<file path="src/bps_pkg.sv">
// Package for the beeper pattern sequencer.
// Holds the request codes and the field widths shared by the RTL.
// It has no dependencies.
package bps_pkg;

  localparam int unsigned PhaseW = 8;
  localparam int unsigned UnitsW = 8;
  localparam int unsigned TimerW = 14;
  localparam int unsigned HeartW = 4;

  typedef enum logic [1:0] {
    REQ_FAST_TICK = 2'd0,
    REQ_START     = 2'd1,
    REQ_SET_BLINK = 2'd2,
    REQ_SLOW_TICK = 2'd3
  } req_e;

endpackage

</file>
<file path="src/beep_pattern_sequencer.sv">
// Top level of the beeper pattern sequencer.
// Depends on bps_pkg for the request codes and the field widths.
//
// The block accepts one item per clock cycle while the output is not stalled, and
// returns one result per item. An input register catches the item, and it is then
// applied to the pattern state, which also forms the result register, once that
// register is free or its result is taken. Results leave in order. While a
// result waits, the input register can still take one item, and the input then
// stalls until the waiting result is taken. No clearing pass is needed after
// reset.
module beep_pattern_sequencer
  import bps_pkg::*;
#(
  parameter int unsigned TICK_SCALE = 50,
  parameter int unsigned HEART_HOLD = 15
) (
  input  logic              clk_i,
  input  logic              rst_ni,
  input  logic              cfg_we_i,
  input  logic              cfg_wdata_i,
  input  logic              in_valid_i,
  output logic              in_stall_o,
  input  logic [1:0]        req_type_i,
  input  logic [PhaseW-1:0] phase_count_i,
  input  logic [UnitsW-1:0] on_units_i,
  input  logic [UnitsW-1:0] off_units_i,
  output logic              out_valid_o,
  input  logic              out_stall_i,
  output logic              beeper_drive_o,
  output logic              key_lamp_o,
  output logic              heart_stop_o,
  output logic              busy_res_o
);

  logic              sound_enable_q;

  logic              s1_valid_q;
  req_e              s1_req_q;
  logic [PhaseW-1:0] s1_count_q;
  logic [UnitsW-1:0] s1_on_q;
  logic [UnitsW-1:0] s1_off_q;

  logic              out_valid_q;
  logic              adv_s2;
  logic              take_s1;

  logic              active_q, active_d;
  logic              blink_q, blink_d;
  logic              key_lamp_q, key_lamp_d;
  logic              heart_stop_q, heart_stop_d;
  logic [HeartW-1:0] heart_cnt_q, heart_cnt_d;
  logic [PhaseW-1:0] phase_idx_q, phase_idx_d;
  logic [TimerW-1:0] timer_q, timer_d;
  logic [TimerW-1:0] on_len_q, on_len_d;
  logic [TimerW-1:0] off_len_q, off_len_d;
  logic [PhaseW-1:0] total_q, total_d;
  logic              beeper_q, beeper_d;

  logic [TimerW-1:0] on_prod;
  logic [TimerW-1:0] off_prod;
  logic [TimerW-1:0] cur_len;

  assign adv_s2     = s1_valid_q && (!out_valid_q || !out_stall_i);
  assign take_s1    = in_valid_i && !in_stall_o;
  assign in_stall_o = s1_valid_q && !adv_s2;

  always_ff @(posedge clk_i or negedge rst_ni) begin
    if (!rst_ni) begin
      sound_enable_q <= 1'b0;
    end else if (cfg_we_i) begin
      sound_enable_q <= cfg_wdata_i;
    end
  end

  always_ff @(posedge clk_i or negedge rst_ni) begin
    if (!rst_ni) begin
      s1_valid_q <= 1'b0;
    end else if (take_s1) begin
      s1_valid_q <= 1'b1;
    end else if (adv_s2) begin
      s1_valid_q <= 1'b0;
    end
  end

  always_ff @(posedge clk_i) begin
    if (take_s1) begin
      s1_req_q   <= req_e'(req_type_i);
      s1_count_q <= phase_count_i;
      s1_on_q    <= on_units_i;
      s1_off_q   <= off_units_i;
    end
  end

  assign on_prod  = TimerW'(s1_on_q) * TimerW'(TICK_SCALE);
  assign off_prod = TimerW'(s1_off_q) * TimerW'(TICK_SCALE);
  assign cur_len  = phase_idx_q[0] ? off_len_q : on_len_q;

  always_comb begin
    active_d     = active_q;
    blink_d      = blink_q;
    key_lamp_d   = key_lamp_q;
    heart_stop_d = heart_stop_q;
    heart_cnt_d  = heart_cnt_q;
    phase_idx_d  = phase_idx_q;
    timer_d      = timer_q;
    on_len_d     = on_len_q;
    off_len_d    = off_len_q;
    total_d      = total_q;
    beeper_d     = beeper_q;
    case (s1_req_q)
      REQ_FAST_TICK: begin
        if (!active_q) begin
          beeper_d = 1'b0;
        end else if (phase_idx_q < total_q) begin
          if (timer_q == '0) begin
            if (phase_idx_q[0]) begin
              beeper_d = 1'b0;
              if (blink_q) begin
                key_lamp_d = 1'b0;
              end
            end else begin
              if (sound_enable_q) begin
                beeper_d = 1'b1;
              end
              if (blink_q) begin
                key_lamp_d = 1'b1;
              end
              heart_stop_d = 1'b1;
              heart_cnt_d  = '0;
            end
          end
          if (timer_q >= cur_len) begin
            timer_d     = '0;
            phase_idx_d = phase_idx_q + PhaseW'(1);
          end else begin
            timer_d = timer_q + TimerW'(1);
          end
        end else begin
          blink_d     = 1'b0;
          key_lamp_d  = 1'b1;
          phase_idx_d = '0;
          timer_d     = '0;
          active_d    = 1'b0;
          beeper_d    = 1'b0;
        end
      end
      REQ_START: begin
        total_d   = s1_count_q;
        on_len_d  = on_prod;
        off_len_d = off_prod;
        active_d  = 1'b1;
      end
      REQ_SET_BLINK: begin
        blink_d = 1'b1;
      end
      REQ_SLOW_TICK: begin
        if (heart_cnt_q < HeartW'(HEART_HOLD)) begin
          heart_cnt_d = heart_cnt_q + HeartW'(1);
        end else begin
          heart_stop_d = 1'b0;
        end
      end
      default: begin
        blink_d = blink_q;
      end
    endcase
  end

  always_ff @(posedge clk_i or negedge rst_ni) begin
    if (!rst_ni) begin
      out_valid_q  <= 1'b0;
      active_q     <= 1'b0;
      blink_q      <= 1'b0;
      key_lamp_q   <= 1'b1;
      heart_stop_q <= 1'b0;
      heart_cnt_q  <= '0;
      phase_idx_q  <= '0;
      timer_q      <= '0;
      on_len_q     <= '0;
      off_len_q    <= '0;
      total_q      <= '0;
      beeper_q     <= 1'b0;
    end else begin
      if (adv_s2) begin
        out_valid_q  <= 1'b1;
        active_q     <= active_d;
        blink_q      <= blink_d;
        key_lamp_q   <= key_lamp_d;
        heart_stop_q <= heart_stop_d;
        heart_cnt_q  <= heart_cnt_d;
        phase_idx_q  <= phase_idx_d;
        timer_q      <= timer_d;
        on_len_q     <= on_len_d;
        off_len_q    <= off_len_d;
        total_q      <= total_d;
        beeper_q     <= beeper_d;
      end else if (!out_stall_i) begin
        out_valid_q <= 1'b0;
      end
    end
  end

  assign out_valid_o    = out_valid_q;
  assign beeper_drive_o = beeper_q;
  assign key_lamp_o     = key_lamp_q;
  assign heart_stop_o   = heart_stop_q;
  assign busy_res_o     = active_q;

`ifndef NO_ASSERTIONS
  a_stall_needs_item: assert property (@(posedge clk_i) disable iff (!rst_ni)
    in_stall_o |-> s1_valid_q)
    else $error("input stalled with an empty input register");

  a_start_sets_busy: assert property (@(posedge clk_i) disable iff (!rst_ni)
    (adv_s2 && s1_req_q == REQ_START) |=> (busy_res_o && out_valid_o))
    else $error("start item did not mark the pattern busy");

  a_heart_bound: assert property (@(posedge clk_i) disable iff (!rst_ni)
    heart_cnt_q <= HeartW'(HEART_HOLD))
    else $error("heart counter passed its hold count");

  a_idle_clean: assert property (@(posedge clk_i) disable iff (!rst_ni)
    !active_q |-> (timer_q == '0 && phase_idx_q == '0))
    else $error("phase state left over while no pattern runs");

  a_result_holds: assert property (@(posedge clk_i) disable iff (!rst_ni)
    (out_valid_o && out_stall_i) |=> $stable(active_q) && $stable(beeper_q))
    else $error("stalled result changed");
`endif

endmodule

</file>
<file path="config.mk">
export PLATFORM = sky130hd
export DESIGN_NAME = beep_pattern_sequencer
export DESIGN_NICKNAME = d
export VERILOG_FILES = /design/src/bps_pkg.sv /design/src/beep_pattern_sequencer.sv
export SDC_FILE = /design/constraint.sdc
export NUM_CORES = 1
export LEC_CHECK = 0
export BUFFER_PORTS_ARGS = -buffer_cell sky130_fd_sc_hd__buf_4
export CAP_MARGIN = 30
export CORE_MARGIN = 5
export CORE_UTILIZATION = 60
export CTS_BUF_LIST = sky130_fd_sc_hd__clkbuf_8
export CTS_CLUSTER_SIZE = 16
export DETAILED_ROUTE_END_ITERATION = 8
export GPL_TIMING_DRIVEN = 0
export PLACE_DENSITY = 0.88
export SKIP_LAST_GASP = 1
export SYNTH_ARGS = -nofsm -noshare
export SYNTH_HDL_FRONTEND = slang
export SYNTH_SLANG_ARGS = --single-unit
</file>
<file path="constraint.sdc">
create_clock -name clk_i -period 4.3 [get_ports clk_i]
set_input_delay 1.075 -clock clk_i [delete_from_list [all_inputs] [get_ports clk_i]]
set_output_delay 1.075 -clock clk_i [all_outputs]
set_load 0.01 [all_outputs]
</file>
==> flow_metrics.env <==
export IMPL_status="finished, final reports clean"
export IMPL_synth_seq_cells=94
export IMPL_pin_count=38
export IMPL_diodes=0
export IMPL_setup_viol_count_final=0
export IMPL_start_util_pct=61.9
export IMPL_cts_buffers=9
export IMPL_drt_initial_drc_count=146
export IMPL_worst_path_buf_inv=4
export IMPL_cp_endpoint="phase_idx_q[1]$_DFFE_PN0P_"
export IMPL_layout_commonest_cell="ha_1"
export IMPL_grt_usage_pct=20.8
export IMPL_slew_headroom_pct=43.2
export IMPL_hp_class="flop to flop"
export IMPL_switchingPower_mw=1.14
export IMPL_crit_start="phase_idx_q[0]$_DFFE_PN0P_"
export IMPL_worstPathRequired_ns=4.57
export IMPL_ys_seq_area_share_pct=43.2
export IMPL_ant_nets=0
export IMPL_cts_tree="yes"
export IMPL_async_flop_share_pct=72.3
export IMPL_drive_gt1_share_pct=16.4
export IMPL_final_cell_mix="ha_1 (80), dfrtp_1 (67), inv_1 (41), buf_4 (39), nand2_1 (35)"
export IMPL_p_leak_nw=2.98
export IMPL_hold_slack_ns=0.487
export IMPL_final_nets=692
export IMPL_vias=4100
export IMPL_critPathTopFamily="buffers and inverters"
export IMPL_wire_per_inst_um=15.7
export IMPL_peakVddDrop_mv=0.226
export IMPL_p_seq_share_pct=42.3
export IMPL_critPathArrivalTime_ns=4.06
export IMPL_cp_start_kind="flop"
export IMPL_syn_inst=525
export IMPL_coreArea_mm2=0.00928
export IMPL_hold_viol=0
export IMPL_grt_overflow_total=0
export IMPL_finalWirelength_mm=11.1
export IMPL_post_cts_buffers=0
export IMPL_crit_slowest_cell="o311ai_2"
export IMPL_drv_cap=0
export IMPL_clockBufferDepth=2
export IMPL_regToRegSetupSlack_ns=0.51
export IMPL_gp_congestion=0.838
export IMPL_critPathMaxStageDelay_ns=0.61
export IMPL_critPathMaxFanout=10
export IMPL_slew_violations=0
export IMPL_fill_cells=685
export IMPL_fin_tns_setup_ns=0
export IMPL_drtPass1Iterations=5
export IMPL_avgSynthCellArea_um2=10.9
export IMPL_grt_pass1_wl_mm=19.2
export IMPL_min_period_over_period_pct=88.2
export IMPL_grt_max_degree=69
export IMPL_synth_top_flop_cell="dfrtp_1"
export IMPL_syn_nets=643
export IMPL_dieArea_mm2=0.0116
export IMPL_timing_critical_path_cells="clkbuf_1 > clkbuf_1 > mux2i_1 > ha_1 > and4_4 > nand3_4 > o311ai_2 > nor2_2 > buf_6 > a21oi_1 > buf_2 > o2bb2ai_1"
export IMPL_reg2reg_to="phase_idx_q[1]$_DFFE_PN0P_"
export IMPL_cpMostUsedCell="clkbuf_1"
export IMPL_skew_ns=0.0126
export IMPL_area_delta_synth_final_pct=11.5
export IMPL_rsz0062_at_grt="no"
export IMPL_crit_cells=12
export IMPL_cp_end_kind="flop"
export IMPL_viasPerCell=5.79
export IMPL_timing_fmax_ghz=0.264
export IMPL_cts_repair_resized=0
export IMPL_ys_types=57
export IMPL_p_per_area_mw_per_mm2=472
export IMPL_r2r_start="phase_idx_q[0]$_DFFE_PN0P_"
export IMPL_rows=35
export IMPL_period_needed_ns=3.79
export IMPL_worst_pin_slew_ns=0.852
export IMPL_fp_dieH_um=108
export IMPL_synth_edff_count=26
export IMPL_clk_root_buffer_cell="clkbuf_8"
export IMPL_clk_latency_ns=0.37
export IMPL_netlist_area_mm2=0.00575
export IMPL_antenna_found_initial=0
export IMPL_combPwrFrac_pct=38.7
export IMPL_reg2regPathDepth=12
export IMPL_postCtsHoldBufs=0
export IMPL_cts_max_level=3
export IMPL_drc=0
export IMPL_synth_warnings=0
export IMPL_grt_pass1_vias=4204
export IMPL_die_w_um=108
export IMPL_switching_share_pct=37.6
export IMPL_hpwlAfterDp_mm=8.76
export IMPL_worstSetupPathType="flop to flop"
export IMPL_clkTransAtPathRegs_ns=0.10
export IMPL_cts_sinks=94
export IMPL_port_buffers=37
export IMPL_p_int_mw=1.89
export IMPL_p_clk_share_pct=19.0
routing by layer:
metal,global-route usage [%],vias to the layer above,part of all wire (%)
met4,8.57,0,2.3
met3,3.36,25,3.8
met2,36.7,89,52
li1,-,1983,-
met5,0,-,0
met1,25.1,2003,42
area by class of cell:
type / count / area, µm² / area share, %
Inverter: 41 / 154 / 2.40
Multi-Input combinational cell: 373 / 3020 / 47.1
Tap cell: 129 / 161 / 2.52
Timing Repair Buffer: 38 / 305 / 4.76
Sequential cell: 94 / 2480 / 38.7
Buffer: 17 / 87.6 / 1.37
Clock inverter: 7 / 72.6 / 1.13
Clock buffer: 9 / 124 / 1.93
state kept, by name, summed over array words and instances (netlist names), 2 cells and up:
signal and cells:
heart_cnt_q 4, timer_q 14, s1_req_q 2, s1_off_q 8, s1_on_q 8, off_len_q 13, phase_idx_q 8, on_len_q 13
total_q 8, s1_count_q 8
Yosys cell counts (4+ instances only):
library cell | number | area [µm²]
ha_1 | 80 | 1000
dfrtp_1 | 67 | 1680
inv_1 | 41 | 154
nand2_1 | 35 | 131
o21ai_0 | 33 | 165
edfxtp_1 | 26 | 781
nor2_1 | 26 | 97.6
a21oi_1 | 24 | 120
mux2_2 | 23 | 259
nand3_1 | 17 | 85.1
mux2i_1 | 15 | 150
nor3_1 | 15 | 75.1
xor2_1 | 13 | 114
clkbuf_1 | 10 | 37.5
xnor2_1 | 10 | 87.6
a21o_1 | 6 | 45.0
a31oi_1 | 6 | 37.5
fa_1 | 6 | 120
nand4_1 | 6 | 37.5
and3_1 | 5 | 31.3
nand2b_1 | 4 | 25.0
o21bai_1 | 4 | 30.0
worst min-delay path by stage:
stage	startpoint	to	slack, ns	depth (start not counted)
5_1_grt	s1_count_q[6]$_DFFE_PP_	total_q[6]$_DFFE_PN0P_	0.51	1
4_1_cts	off_len_q[7]$_DFFE_PN0P_	off_len_q[7]$_DFFE_PN0P_	0.49	2
3_3_place_gp	s1_valid_q$_DFFE_PN0P_	out_valid_o$_DFFE_PN0P_	0.45	1
6_report	off_len_q[7]$_DFFE_PN0P_	off_len_q[7]$_DFFE_PN0P_	0.49	2
3_5_place_dp	s1_count_q[1]$_DFFE_PP_	total_q[1]$_DFFE_PN0P_	0.47	1
2_1_floorplan	s1_valid_q$_DFFE_PN0P_	out_valid_o$_DFFE_PN0P_	0.44	1
tightest hold or removal path, cell delays in order, from the launching register on:
cell and delay [ns]:
dfrtp_1 0.35, nand2_1 0.04, o21ai_0 0.06
kinds of logic (layout without fill, tap and decap cells):
family                   after synthesis  count (layout)  synth area share (%)
AND/OR/NAND/NOR                      129             129                  11.9
AO/OA/AOI/OAI                         97              97                  10.6
flip-flops                            94              94                  43.2
adder cells (fa/ha/maj)               86              86                  19.5
buffers and inverters                 58             112                  4.20
multiplexers                          38              38                  7.12
XOR/XNOR                              23              23                  3.51
power by group through the flow:
stage	registers (mW)	logic, mW	clock network [mW]
CTS	1.28	1.18	0.588
detailed placement	1.30	1.16	0
global route	1.30	1.33	0.628
floorplan	1.25	0.878	0
finish	1.28	1.17	0.573
global placement	1.28	1.09	0
stage by stage:
stage	cells	utilization (%)	instance area, µm²	worst slack [ns]	power (mW)
global placement	691	66.6	6190	0.608	2.37
finish	708	69.0	6410	0.506	3.02
global route	708	69.0	6410	0.189	3.26
detailed placement	692	66.9	6210	0.535	2.46
floorplan	525	-	5750	1.12	2.13
CTS	708	69.0	6410	0.509	3.04
Power figures use the tool's default switching activity.
